===== src/rtl/efp_pkg.sv =====
package efp_pkg;

   // Frame format
   localparam int NUM_CHANNELS = 8;
   localparam int BODY_LEN     = 32;
   localparam int ADDR_W       = $clog2(BODY_LEN);
   localparam int STEP_W       = 6;

   localparam logic [7:0] SYNC_BYTE   = 8'hA0;
   localparam logic [7:0] TAIL_ACCEL  = 8'hC0;
   localparam logic [7:0] TAIL_ANALOG = 8'hC1;
   localparam logic [7:0] TAIL_MAX    = 8'hC6;

   localparam logic [ADDR_W-1:0] LAST_BODY_IDX = ADDR_W'(BODY_LEN - 1);

   // Emit sequencer steps
   localparam logic [STEP_W-1:0] STEP_SEQ        = 6'd0;
   localparam logic [STEP_W-1:0] STEP_CHAN_LAST  = 6'd24;
   localparam logic [STEP_W-1:0] STEP_TAIL       = 6'd25;
   localparam logic [STEP_W-1:0] STEP_AUX_FIRST  = 6'd26;
   localparam logic [STEP_W-1:0] STEP_AUX_LAST   = 6'd31;
   localparam logic [STEP_W-1:0] STEP_WORD_FIRST = 6'd32;
   localparam logic [STEP_W-1:0] STEP_WORD_LAST  = 6'd34;

   // Result slot codes
   localparam logic [4:0] SLOT_SEQ    = 5'd0;
   localparam logic [4:0] SLOT_TAIL   = 5'd9;
   localparam logic [4:0] SLOT_AUX    = 5'd10;
   localparam logic [4:0] SLOT_ACCEL  = 5'd16;
   localparam logic [4:0] SLOT_ANALOG = 5'd19;

   typedef enum logic [1:0] {
      ST_HUNT,
      ST_COLLECT,
      ST_EMIT
   } efp_state_type;

   typedef struct packed {
      logic              wr_en;
      logic [ADDR_W-1:0] wr_addr;
      logic [ADDR_W-1:0] rd_addr;
      logic              capture_tail;
      logic              advance;
      logic              load;
      logic [STEP_W-1:0] step;
      logic              last;
   } efp_cmd_type;

   typedef struct packed {
      logic is_sync;
      logic tail_ok;
      logic has_words;
   } efp_status_type;

   // Does this step put a result out?
   function automatic logic step_emits(input logic [STEP_W-1:0] step,
                                       input logic has_words);
      logic hit;
      hit = (step == STEP_SEQ);
      for (int c = 1; c <= 8; c++) begin
         if (c <= NUM_CHANNELS && step == STEP_W'(3 * c)) hit = 1'b1;
      end
      if (step >= STEP_TAIL && step <= STEP_AUX_LAST) hit = 1'b1;
      if (has_words && step >= STEP_WORD_FIRST && step <= STEP_WORD_LAST) hit = 1'b1;
      return hit;
   endfunction

   // Slot code of the result a step puts out
   function automatic logic [4:0] step_slot(input logic [STEP_W-1:0] step,
                                            input logic is_accel);
      logic [4:0] slot;
      slot = SLOT_SEQ;
      for (int c = 1; c <= 8; c++) begin
         if (step == STEP_W'(3 * c)) slot = 5'(c);
      end
      if (step == STEP_TAIL) begin
         slot = SLOT_TAIL;
      end else if (step >= STEP_AUX_FIRST && step <= STEP_AUX_LAST) begin
         slot = SLOT_AUX + 5'(step - STEP_AUX_FIRST);
      end else if (step >= STEP_WORD_FIRST) begin
         slot = (is_accel ? SLOT_ACCEL : SLOT_ANALOG) + 5'(step - STEP_WORD_FIRST);
      end
      return slot;
   endfunction

   // Frame byte consumed at a step (the tail step reuses the previous byte)
   function automatic logic [ADDR_W-1:0] byte_of(input logic [STEP_W-1:0] step);
      logic [STEP_W-1:0] idx;
      idx = (step <= STEP_CHAN_LAST) ? step : step - STEP_W'(1);
      return idx[ADDR_W-1:0];
   endfunction

endpackage


===== src/rtl/efp_if.sv =====
interface efp_req_if import efp_pkg::*; ();
   logic       valid;
   logic       ready;
   logic [7:0] byte_in;

   modport source (output valid, output byte_in, input ready);
   modport sink   (input valid, input byte_in, output ready);
endinterface

interface efp_rsp_if import efp_pkg::*; ();
   logic               valid;
   logic               ready;
   logic [4:0]         slot;
   logic signed [23:0] value;
   logic               last;

   modport source (output valid, output slot, output value, output last, input ready);
   modport sink   (input valid, input slot, input value, input last, output ready);
endinterface


===== src/rtl/efp_ctrl.sv =====
module efp_ctrl import efp_pkg::*; (
   input  logic           clock,
   input  logic           reset,
   input  logic           req_valid,
   output logic           req_ready,
   output logic           rsp_valid,
   input  logic           rsp_ready,
   input  efp_status_type status,
   output efp_cmd_type    cmd
);

   efp_state_type     state_ff, state_in;
   logic [ADDR_W-1:0] count_ff, count_in;
   logic [STEP_W-1:0] step_ff, step_in;
   logic              rsp_valid_ff, rsp_valid_in;

   logic              accept;
   logic              emit;
   logic              out_free;
   logic              advance;
   logic              final_step;
   logic              frame_done;
   logic [STEP_W-1:0] last_step;

   // Handshake and step qualifiers
   assign accept     = req_valid && req_ready;
   assign emit       = step_emits(step_ff, status.has_words);
   assign out_free   = !rsp_valid_ff || rsp_ready;
   assign advance    = (state_ff == ST_EMIT) && (!emit || out_free);
   assign last_step  = status.has_words ? STEP_WORD_LAST : STEP_AUX_LAST;
   assign final_step = (step_ff == last_step);
   assign frame_done = (state_ff == ST_COLLECT) && accept && (count_ff == LAST_BODY_IDX);

   // Next state
   always_comb begin
      state_in = state_ff;
      unique case (state_ff)
         ST_HUNT: begin
            if (accept && status.is_sync) state_in = ST_COLLECT;
         end
         ST_COLLECT: begin
            if (frame_done) state_in = status.tail_ok ? ST_EMIT : ST_HUNT;
         end
         ST_EMIT: begin
            if (advance && final_step) state_in = ST_HUNT;
         end
         default: state_in = ST_HUNT;
      endcase
   end

   // Byte counter and step counter
   always_comb begin
      count_in = count_ff;
      if (state_ff != ST_COLLECT) count_in = '0;
      else if (accept) count_in = count_ff + ADDR_W'(1);

      step_in = step_ff;
      if (state_ff != ST_EMIT) step_in = '0;
      else if (advance) step_in = step_ff + STEP_W'(1);
   end

   // Outputs
   always_comb begin
      req_ready        = 1'b0;
      cmd.wr_en        = 1'b0;
      cmd.capture_tail = 1'b0;
      cmd.advance      = 1'b0;
      cmd.load         = 1'b0;
      unique case (state_ff)
         ST_HUNT: begin
            req_ready = 1'b1;
         end
         ST_COLLECT: begin
            req_ready        = 1'b1;
            cmd.wr_en        = accept;
            cmd.capture_tail = frame_done;
         end
         ST_EMIT: begin
            cmd.advance = advance;
            cmd.load    = advance && emit;
         end
         default: req_ready = 1'b0;
      endcase
      cmd.wr_addr = count_ff;
      cmd.rd_addr = byte_of(step_in);
      cmd.step    = step_ff;
      cmd.last    = final_step;
   end

   // Result valid: set on load, cleared when the beat is taken
   always_comb begin
      rsp_valid_in = rsp_valid_ff;
      if (cmd.load) rsp_valid_in = 1'b1;
      else if (rsp_ready) rsp_valid_in = 1'b0;
   end

   assign rsp_valid = rsp_valid_ff;

   always_ff @(posedge clock) begin
      if (reset) begin
         state_ff     <= ST_HUNT;
         count_ff     <= '0;
         step_ff      <= '0;
         rsp_valid_ff <= 1'b0;
      end else begin
         state_ff     <= state_in;
         count_ff     <= count_in;
         step_ff      <= step_in;
         rsp_valid_ff <= rsp_valid_in;
      end
   end

   // A load never overwrites a beat that is still waiting
   assert property (@(posedge clock) disable iff (reset)
      cmd.load |-> (!rsp_valid_ff || rsp_ready))
      else $error("result overwritten before taken");

   // Sequencer stays inside the run
   assert property (@(posedge clock) disable iff (reset)
      (state_ff == ST_EMIT) |-> (step_ff <= STEP_WORD_LAST))
      else $error("emit step out of range");

   // The final step of a run returns to hunting
   assert property (@(posedge clock) disable iff (reset)
      (state_ff == ST_EMIT && advance && final_step) |=> (state_ff == ST_HUNT))
      else $error("run did not end");

   // A new frame starts collecting at byte zero
   assert property (@(posedge clock) disable iff (reset)
      (state_ff == ST_HUNT && accept && status.is_sync) |=> (count_ff == '0))
      else $error("frame did not start at byte zero");

endmodule


===== src/rtl/efp_dpath.sv =====
module efp_dpath import efp_pkg::*; (
   input  logic               clock,
   input  logic               reset,
   input  logic [7:0]         req_byte,
   input  efp_cmd_type        cmd,
   output efp_status_type     status,
   output logic [4:0]         rsp_slot,
   output logic signed [23:0] rsp_value,
   output logic               rsp_last
);

   logic [7:0]         frame_mem_ff [BODY_LEN];
   logic [7:0]         rd_data_ff;
   logic [7:0]         tail_ff;
   logic [15:0]        chan_ff, chan_in;
   logic [47:0]        aux_ff, aux_in;
   logic [15:0]        held_ff [3];
   logic [4:0]         slot_ff;
   logic signed [23:0] value_ff, value_in;
   logic               last_ff;

   logic               is_accel;
   logic [1:0]         word_idx;
   logic [15:0]        word;
   logic               chan_step;
   logic               aux_step;
   logic               held_upd;

   // Frame store: one write port, one registered read port
   always_ff @(posedge clock) begin
      if (cmd.wr_en) frame_mem_ff[cmd.wr_addr] <= req_byte;
      rd_data_ff <= frame_mem_ff[cmd.rd_addr];
   end

   // Input byte decode and tail kind
   assign is_accel         = (tail_ff == TAIL_ACCEL);
   assign status.is_sync   = (req_byte == SYNC_BYTE);
   assign status.tail_ok   = (req_byte >= TAIL_ACCEL) && (req_byte <= TAIL_MAX);
   assign status.has_words = is_accel || (tail_ff == TAIL_ANALOG);

   // Byte assembly for channels and aux bytes
   assign chan_step = cmd.advance && (cmd.step <= STEP_CHAN_LAST);
   assign aux_step  = cmd.advance && (cmd.step >= STEP_AUX_FIRST)
                      && (cmd.step <= STEP_AUX_LAST);
   assign chan_in   = chan_step ? {chan_ff[7:0], rd_data_ff} : chan_ff;
   assign aux_in    = aux_step ? {aux_ff[39:0], rd_data_ff} : aux_ff;
   assign held_upd  = aux_step && (cmd.step == STEP_AUX_LAST) && is_accel
                      && (aux_in[47:32] != 16'd0);

   // Accel or analog word for the trailing steps
   assign word_idx = 2'(cmd.step - STEP_WORD_FIRST);
   always_comb begin
      case (word_idx)
         2'd0:    word = is_accel ? held_ff[0] : aux_ff[47:32];
         2'd1:    word = is_accel ? held_ff[1] : aux_ff[31:16];
         default: word = is_accel ? held_ff[2] : aux_ff[15:0];
      endcase
   end

   // Result value select
   always_comb begin
      if (cmd.step == STEP_TAIL) begin
         value_in = {16'd0, tail_ff};
      end else if (cmd.step == STEP_SEQ || (cmd.step >= STEP_AUX_FIRST
                   && cmd.step <= STEP_AUX_LAST)) begin
         value_in = {16'd0, rd_data_ff};
      end else if (cmd.step <= STEP_CHAN_LAST) begin
         value_in = {chan_ff, rd_data_ff};
      end else begin
         value_in = {{8{word[15]}}, word};
      end
   end

   always_ff @(posedge clock) begin
      if (cmd.capture_tail) tail_ff <= req_byte;
      chan_ff <= chan_in;
      aux_ff  <= aux_in;
      if (cmd.load) begin
         slot_ff  <= step_slot(cmd.step, is_accel);
         value_ff <= value_in;
         last_ff  <= cmd.last;
      end
   end

   // Held accel words, cleared by reset
   always_ff @(posedge clock) begin
      if (reset) begin
         held_ff[0] <= '0;
         held_ff[1] <= '0;
         held_ff[2] <= '0;
      end else if (held_upd) begin
         held_ff[0] <= aux_in[47:32];
         held_ff[1] <= aux_in[31:16];
         held_ff[2] <= aux_in[15:0];
      end
   end

   assign rsp_slot  = slot_ff;
   assign rsp_value = value_ff;
   assign rsp_last  = last_ff;

endmodule


===== src/rtl/eeg_frame_parser_top.sv =====
// EEG frame parser.
// req_ch carries one received serial byte per beat. The parser hunts for the
// start byte 0xA0, then stores the next 32 bytes. If the final byte is an end
// byte in 0xC0..0xC6, a run of results leaves on rsp_ch: sample number, eight
// channels, end byte, six aux bytes, then three accel words (0xC0) or three
// analog words (0xC1). last marks the final beat of a run. Bad frames vanish.
// Throughput: one byte per cycle while hunting or collecting. After a good
// frame the emit sequencer walks the frame store one byte per cycle, unless
// the receiver stalls, through its single read port, and req_ch.ready is low
// for the whole run. Once the end byte is taken the controller enters its emit
// state, where the first result is loaded into the output register.
// Result beats sit in an output register; a stall holds the register and
// pauses the sequencer without losing data.
// Reset (synchronous, active high) returns to hunting, clears the held accel
// words and drops any pending result. The frame store needs no clearing.
module eeg_frame_parser_top import efp_pkg::*; (
   input logic     clock,
   input logic     reset,
   efp_req_if.sink req_ch,
   efp_rsp_if.source rsp_ch
);

   efp_cmd_type    cmd;
   efp_status_type status;

   efp_ctrl u_ctrl (
      .clock     (clock),
      .reset     (reset),
      .req_valid (req_ch.valid),
      .req_ready (req_ch.ready),
      .rsp_valid (rsp_ch.valid),
      .rsp_ready (rsp_ch.ready),
      .status    (status),
      .cmd       (cmd)
   );

   efp_dpath u_dpath (
      .clock     (clock),
      .reset     (reset),
      .req_byte  (req_ch.byte_in),
      .cmd       (cmd),
      .status    (status),
      .rsp_slot  (rsp_ch.slot),
      .rsp_value (rsp_ch.value),
      .rsp_last  (rsp_ch.last)
   );

endmodule

===== src/flat_wrapper.sv =====
// flat-port wrapper written by rule: the top's interface ports become plain ports
module eeg_frame_parser_top_flat import efp_pkg::*;
  (clock, reset, req_ch_valid, req_ch_byte_in, req_ch_ready, rsp_ch_valid, rsp_ch_slot, rsp_ch_value, rsp_ch_last, rsp_ch_ready);
  efp_req_if req_ch_i ();
  efp_rsp_if rsp_ch_i ();
  input logic clock;
  input logic reset;
  input wire logic [$bits(req_ch_i.valid)-1:0] req_ch_valid;
  input wire logic [$bits(req_ch_i.byte_in)-1:0] req_ch_byte_in;
  output wire logic [$bits(req_ch_i.ready)-1:0] req_ch_ready;
  output wire logic [$bits(rsp_ch_i.valid)-1:0] rsp_ch_valid;
  output wire logic [$bits(rsp_ch_i.slot)-1:0] rsp_ch_slot;
  output wire logic [$bits(rsp_ch_i.value)-1:0] rsp_ch_value;
  output wire logic [$bits(rsp_ch_i.last)-1:0] rsp_ch_last;
  input wire logic [$bits(rsp_ch_i.ready)-1:0] rsp_ch_ready;
  assign req_ch_i.valid = req_ch_valid;
  assign req_ch_i.byte_in = req_ch_byte_in;
  assign req_ch_ready = req_ch_i.ready;
  assign rsp_ch_valid = rsp_ch_i.valid;
  assign rsp_ch_slot = rsp_ch_i.slot;
  assign rsp_ch_value = rsp_ch_i.value;
  assign rsp_ch_last = rsp_ch_i.last;
  assign rsp_ch_i.ready = rsp_ch_ready;
  eeg_frame_parser_top u_core (.clock(clock), .reset(reset), .req_ch(req_ch_i), .rsp_ch(rsp_ch_i));
endmodule

===== config.mk =====
export PLATFORM = sky130hd
export DESIGN_NAME = eeg_frame_parser_top_flat
export DESIGN_NICKNAME = d
export VERILOG_FILES = /design/src/rtl/efp_pkg.sv /design/src/rtl/efp_if.sv /design/src/rtl/efp_ctrl.sv /design/src/rtl/efp_dpath.sv /design/src/rtl/eeg_frame_parser_top.sv /design/src/flat_wrapper.sv
export SDC_FILE = /design/constraint.sdc
export NUM_CORES = 1
export LEC_CHECK = 0
export BUFFER_PORTS_ARGS = -buffer_cell sky130_fd_sc_hd__buf_4
export CORE_MARGIN = 2
export CORE_UTILIZATION = 62
export DETAILED_ROUTE_END_ITERATION = 16
export GPL_TIMING_DRIVEN = 0
export PLACE_DENSITY = 0.79
export SETUP_SLACK_MARGIN = 0.3
export SLEW_MARGIN = 5
export SYNTH_ARGS = -nofsm -noshare
export SYNTH_HDL_FRONTEND = slang
export SYNTH_SLANG_ARGS = --single-unit

===== constraint.sdc =====
create_clock -name clock -period 5.66 [get_ports clock]
set_input_delay 0.566 -clock clock [delete_from_list [all_inputs] [get_ports clock]]
set_output_delay 0.566 -clock clock [all_outputs]
set_load 0.01 [all_outputs]

Yosys cells after proc, flatten, opt, wreduce, memory -nomap -nowiden
Memory sizes are Yosys's and may differ from the RTL's. A register that Yosys moved wholly into a read port is not among the register bits.
Cells that the tools add are included.
Widths: inputs -> output; s select.
{"block": "op_classes", "n_addsub": 7, "magnitude_cmp": 9, "n_eq_ne": 23, "mux": 54, "n_bitwise": 3, "n_reduce_logical": 33}
{"operator": "$mux 16", "count": 6}
{"operator": "$mux 5", "count": 10}
{"operator": "$mux 48", "count": 1}
{"operator": "$pmux 16 s2", "count": 1}
{"operator": "$eq 6x5->1 const B", "count": 5}
{"operator": "$eq 8x8->1 const B", "count": 3}
{"operator": "$mux 24", "count": 1}
{"operator": "$mux 1", "count": 23}
{"operator": "$eq 6x4->1 const B", "count": 3}
{"operator": "$le 6x5->1 const B", "count": 3}
{"operator": "$logic_and 1x1->1", "count": 18}
{"operator": "$mux 6", "count": 3}
{"operator": "$mux 8", "count": 2}
{"operator": "$reduce_bool 16->1", "count": 1}
{"operator": "$ge 6x5->1 const B", "count": 2}
{"operator": "$mux 2", "count": 6}
{"operator": "$sub 5x1->5 const B", "count": 2}
{"operator": "$ge 8x8->1 const B", "count": 1}
{"operator": "$le 8x8->1 const B", "count": 1}
{"operator": "$add 6x1->6 const B", "count": 1}
{"operator": "$eq 6x2->1 const B", "count": 1}
{"operator": "$eq 6x3->1 const B", "count": 1}
{"operator": "$eq 6x6->1", "count": 1}
{"operator": "$ge 6x6->1 const B", "count": 1}
{"operator": "19 further kinds", "count": 32}
{"block": "word_totals", "regBits": 116, "ram_bits": 304, "input_bits": 12, "output_inout_bits": 32, "n_memories": 2}
{"memory": "u_core.u_dpath.frame_mem_ff", "words": 32, "width": 8, "read_ports": 1, "rd_clocked_by_memory_dff": 1, "wr": 1, "line": "efp_dpath.sv:12", "text": "logic [7:0] frame_mem_ff [BODY_LEN];"}
{"memory": "u_core.u_dpath.held_ff", "words": 3, "width": 16, "read_ports": 3, "rd_clocked_by_memory_dff": 0, "wr": 3, "line": "efp_dpath.sv:17", "text": "logic [15:0] held_ff [3];"}

Longest topological paths before layout
{"block": "depth", "depth_word": 25, "depth_mapped": 25, "ltp_nobuf": 17}

Modules after synthesis
Synthesis repeated with hierarchy kept, for this count alone.
{"block": "unflattened", "cells_unflattened": 1150, "hier_area_um2": 17895.9}
{"module": "efp_dpath", "n_inst": 1, "cells_per_inst": 982, "area_per_inst_um2": 16599.7}
{"module": "efp_ctrl", "n_inst": 1, "cells_per_inst": 168, "area_per_inst_um2": 1296.2}

Least setup slack after synthesis
Ideal clock, no wire load.
{"block": "synth_timing", "kind": "register to register", "startpoint": "register u_core.u_ctrl.step_ff[1]", "endpoint": "register u_core.u_dpath.rd_data_ff[0], read port of u_core.u_dpath.frame_mem_ff", "setup_time_ns": 0.122, "arrival_time_ns": 4.780, "required_time_ns": 5.538, "setup_slack_ns": 0.759, "path_stages_with_launch": 22, "path_buffers": 6, "period_less_slack_ns": 4.901, "path_cell_list": "dfxtp_1 -> clkbuf_1 -> inv_1 -> ha_1 -> clkbuf_1 -> o21ai_1 -> and3b_2 -> a21oi_1 -> or3_1 -> buf_2 -> inv_2 -> buf_4 -> clkbuf_1 -> ha_1 -> inv_1 -> nor4_1 -> o21ai_1 -> o21ai_2 -> buf_6 -> mux4_2 -> o211a_1 -> o32a_1"}
{"block": "synth_between", "elab_chain_cells": 18}
{"element": "from (decl)", "line": "efp_ctrl.sv:14", "text": "logic [STEP_W-1:0] step_ff, step_in;"}
{"element": "from (signal assigned)", "line": "efp_ctrl.sv:108", "text": "step_ff <= step_in;"}
{"element": "$eq 6x2->1 / $logic_not 6->1 (equally long branches)", "line": "efp_pkg.sv:61, efp_pkg.sv:59"}
{"element": "$mux 1 (8 in series)", "line": "efp_pkg.sv:61", "text": "if (c <= NUM_CHANNELS && step == STEP_W'(3 * c)) hit = 1'b1;"}
{"element": "$mux 1", "line": "efp_pkg.sv:63", "text": "if (step >= STEP_TAIL && step <= STEP_AUX_LAST) hit = 1'b1;"}
{"element": "$mux 1", "line": "efp_pkg.sv:64", "text": "if (has_words && step >= STEP_WORD_FIRST && step <= STEP_WORD_LAST) hit = 1'b1;"}
{"element": "$logic_not 1->1", "line": "efp_ctrl.sv:29", "text": "assign advance = (state_ff == ST_EMIT) && (!emit || out_free);"}
{"element": "$logic_or 1x1->1", "line": "efp_ctrl.sv:29"}
{"element": "$logic_and 1x1->1", "line": "efp_ctrl.sv:29"}
{"element": "$mux 6 (*)", "line": "efp_ctrl.sv:59", "text": "else if (advance) step_in = step_ff + STEP_W'(1);"}
{"element": "$mux 6 (*)", "line": "efp_ctrl.sv:58", "text": "if (state_ff != ST_EMIT) step_in = '0;"}
{"element": "$sub 5x1->5 / $le 6x5->1 (equally long branches)", "line": "efp_pkg.sv:89", "text": "idx = (step <= STEP_CHAN_LAST) ? step : step - STEP_W'(1);"}
{"element": "$mux 5 (*)", "line": "efp_pkg.sv:89"}
{"element": "to (decl)", "line": "efp_dpath.sv:13", "text": "logic [7:0] rd_data_ff;"}
Mark *: on every way between the ends. The rest lies on a longest branch, timed or not.
A chain may end at the register's enable or synchronous reset.

Final worst setup path
{"block": "layout_timing", "startpoint": "register u_core.u_ctrl.step_ff[1]", "endpoint": "register u_core.u_dpath.rd_data_ff[1], read port of u_core.u_dpath.frame_mem_ff"}
Same word-level chain as after synthesis.

==> summary.md <==
| Metric | Value |
|---|---|
| Status | complete, no violations |
| Clock buffer depth | 3 |
| Pre-CTS WS | -0.9275 ns |
| # fillers | 1876 |
| Syn nets | 1433 |
| Max FO, Critical Path | 20 |
| First DRT Iteration DRCs | 1998 |
| FF+latch count, synth | 428 |
| Critical Path AT | 5.65 ns |
| Largest net degree at the start of global routing | 36 |
| Hold_ws | 0.4531 ns |
| Async S/R FF share, synth | 0% |
| Top FF cell, synth | edfxtp_1 |
| Area of the multi-input gates | 5947 um2 |
| Pre-antenna DRT Iters | 6 |
| Max_slew headroom | 20.14% |
| Post-Place Cells | 1841 |
| Pwr dens | 299.2 nW/um2 |
| Worst hold path depth | 0 |
| Post-Syn Instances | 1407 |
| Design area | 20850 um2 |
| I/O Pins | 44 |
| Clock root buffer | clkbuf_16 |
| CTS Buf Count | 43 |
| Worst reg2reg path startpoint | u_core.u_ctrl.step_ff[1] |
| Achievable Freq | 192.4 MHz |
| Commonest non-fill, non-tap cell in the layout | edfxtp_1 |
| CTS tree | yes |
| Nets@finish | 1526 |
| H-Tree Depth | 2 |
| Routability cong. | 0.9041 |
| Final non-filler cell total | 1924 |
| Worst VDD drop | 0.0002520 V |
| Post-DP HPWL | 31.60 mm |
| Leakage power | 7.331 nW |
| Vias | 13100 |
| Vias in the first global route | 12330 |
| Share of cells above drive strength 1 | 15.51% |
| Critical path startpoint category | flip-flop |
| Row count | 63 |
| Hold WC Path Type | flip-flop to flip-flop |
| Min-Delay Startpoint | u_core.u_dpath.chan_ff[5] |
| RSZ-0062 raised after global routing | false |
| Register-to-register setup slack | 0.46 ns |
| Worst path required time | 6.11 ns |
| Clk_lat worst skew | 0.55 ns |
| GRT Util Overall | 30.82% |
| CP Cell Sequence | clkbuf_4 -> inv_1 -> ha_1 -> clkbuf_4 -> o21ai_2 -> and3b_2 -> a21oi_1 -> or3_1 -> buf_2 -> inv_4 -> buf_12 -> ha_2 -> inv_1 -> nor4_4 -> xor2_1 -> clkbuf_1 -> o21ai_0 -> nor3_2 -> o32a_1 |
| Routed WL | 47.71 mm |
| Drt drc | 0 |
| DIE WIDTH | 176.2 um |
| Ant. Diodes | 0 |
| Actual slew at the worst max-slew pin | 1.188 ns |
| Port-buffer cells | 42 |
| Clk sinks | 428 |
| WL/cell | 24.80 um |
| Register area | 12150 um2 |
| Antenna Violating Nets Remaining | 0 |
| Global-route wire length before repair | 72.02 mm |
| Placed cell areas | 19230 um2 |
| Buf+Inv Stages, Crit Path | 8 |
| Most frequent cells in the layout | 358 x edfxtp_1, 164 x nand2_1, 99 x nor2_1, 69 x dfxtp_1, 61 x clkbuf_1 |
| Min Tclk post-route | 5.197 ns |
| Max Slew Vio Count | 0 |
| Fin crit share | 91.81% |
| Register clock-pin slew on the reported worst setup and hold paths | 0.06 ns |
| Setup Skew | 0.02617 ns |
| Via density per instance | 6.809 |
| RR Endpoint | u_core.u_dpath.rd_data_ff[1] |
| Yosys warns | 0 |
| Hold violation total from the final report | 0 |
| Post-Syn Area per Cell | 13.07 um2 |
| Critical path's slowest cell | xor2_1 |
| Grt ovf | 0 |
| Die footprint | 31060 um2 |
| Hold Path End | u_core.u_dpath.chan_ff[13] |
| Area of the mapped netlist | 18390 um2 |
| CP top delay family | buffers and inverters |
| Post-synth EDFFs | 358 |
| Maxcap violations | 0 |
| Initial Utilization | 62.56% |
| Slowest stage delay, CP | 0.61 ns |
| Cell variety after synth | 86 |
| Seq/Total Area, Yosys | 66.07% |
| Die height | 176.2 um |
| CORE AREA | 29400 um2 |
| Antenna violations before repair | 0 |
| Final WS setup | 0.4634 ns |
| Core Util, Final | 70.90% |
| Crit Path Category | flip-flop to flip-flop |
| Number of setup violations in the final report | 0 |
| Area grow syn2layout | 13.34% |
| Worst-case reg-to-reg path depth | 19 |
| Endpoint class of the critical path | flip-flop |
## worst register-to-register path: stages (launching register included)
cell      delay, ns
dfxtp_2        0.38
clkbuf_4       0.22
inv_1          0.09
ha_1           0.24
clkbuf_4       0.24
o21ai_2        0.20
and3b_2        0.26
a21oi_1        0.07
or3_1          0.37
buf_2          0.21
inv_4          0.16
buf_12         0.19
ha_2           0.22
inv_1          0.08
nor4_4         0.36
xor2_1         0.61
clkbuf_1       0.46
o21ai_0        0.25
nor3_2         0.26
o32a_1         0.25
## cells in the mapped netlist (4+ instances only)
library cell	instances	area, um2
mux2_2	41	461.7
xnor2_1	5	43.79
edfxtp_1	358	10750
o22a_1	21	183.9
buf_2	17	85.08
a22o_1	7	61.31
o211a_1	7	70.07
o21ai_0	36	180.2
a32o_1	8	80.08
nor2_1	101	379.1
a21oi_1	39	195.2
mux4_2	7	157.7
a311oi_1	9	78.83
nand4_1	4	25.02
o32a_1	7	70.07
o2111ai_1	10	87.58
nor4_1	5	31.28
nand3_1	34	170.2
o31a_1	4	35.03
mux2i_1	44	440.4
dfxtp_1	70	1401
a221oi_1	19	166.4
o311ai_0	7	61.31
nor3_1	31	155.2
inv_1	19	71.32
nand3b_1	5	37.54
nor2b_1	5	31.28
a31oi_1	27	168.9
and3_1	51	319.1
o221ai_1	14	122.6
nand2_1	164	615.6
xor2_1	6	52.55
a211oi_1	8	60.06
or3_1	28	175.2
ha_1	13	162.7
nand2b_1	7	43.79
o22ai_1	27	168.9
a22oi_1	8	60.06
o31ai_1	9	67.56
clkbuf_1	62	232.7
## worst max path at each step
stage | from | endpoint | depth (start not counted)
2_1_floorplan | u_core.u_ctrl.step_ff[1] | u_core.u_dpath.rd_data_ff[0] | 21
3_3_place_gp | u_core.u_ctrl.step_ff[1] | u_core.u_dpath.rd_data_ff[6] | 23
3_5_place_dp | u_core.u_ctrl.step_ff[1] | u_core.u_dpath.rd_data_ff[6] | 23
4_1_cts | u_core.u_ctrl.step_ff[1] | u_core.u_dpath.rd_data_ff[0] | 20
5_1_grt | u_core.u_ctrl.step_ff[1] | u_core.u_dpath.rd_data_ff[3] | 19
6_report | u_core.u_ctrl.step_ff[1] | u_core.u_dpath.rd_data_ff[1] | 19
## sequential cells by signal (all words and copies together) (netlist names)
register                     count
u_core.u_ctrl.count_ff           5
u_core.u_dpath.held_ff          48
u_core.u_ctrl.state_ff           2
u_core.u_dpath.rsp_value        24
u_core.u_ctrl.step_ff            6
u_core.u_ctrl.rsp_valid          1
u_core.u_dpath.frame_mem_ff    256
u_core.u_dpath.rsp_slot          5
u_core.u_dpath.rsp_last          1
u_core.u_dpath.chan_ff          16
u_core.u_dpath.aux_ff           48
u_core.u_dpath.tail_ff           8
u_core.u_dpath.rd_data_ff        8
## report_power, final
part	internal [mW]	switching (mW)	leakage, nW
combinational	0.00903	0.0525	2.85
sequential	3.42	0.00576	3.81
clock	1.58	1.17	0.671
total	5.01	1.23	7.33
## final cells by class
cell class	count	share of cell area, %
tap	390	2.341
timing repair buffer	49	1.861
clock buffer	60	5.756
inverter	20	0.3721
sequential	428	58.30
multi-input combinational	875	28.53
buffer	83	1.975
clock inverter	19	0.8703
## stage by stage
step / power (mW) / TNS, ns
global placement: 3.549 / -35.27
CTS: 6.242 / 0
finish: 6.237 / 0
detailed placement: 3.553 / -6.618
floorplan: 3.503 / 0
global route: 6.363 / 0
## metal layers
layer	wire, um	up-vias	part of all wire, %	global-route usage [%]
met3	6205	163	13	7.149
li1	-	5653	-	-
met2	21500	932	45	47.25
met1	18200	6352	38	43.93
met5	0	-	0	0
met4	1802	0	3.8	10.47
## cell families (layout without fill, tap and decap cells)
kind of cell / count (synthesis) / after routing / share of synthesized area, %
flip-flops: 428 / 428 / 66.07
XOR/XNOR: 11 / 11 / 0.5238
buffers and inverters: 104 / 231 / 2.401
AO/OA/AOI/OAI: 295 / 295 / 11.95
adder cells (fa/ha/maj): 14 / 14 / 0.9932
AND/OR/NAND/NOR: 461 / 461 / 12.08
multiplexers: 94 / 94 / 5.980
## what timing repair did
action,CTS,global route
gates cloned,1,0
resized for setup,23,39
pin swaps,2,3
setup buffers,3,1
setup endpoints to repair,38,8
hold buffers,0,0
Power figures use the tool's default switching activity.
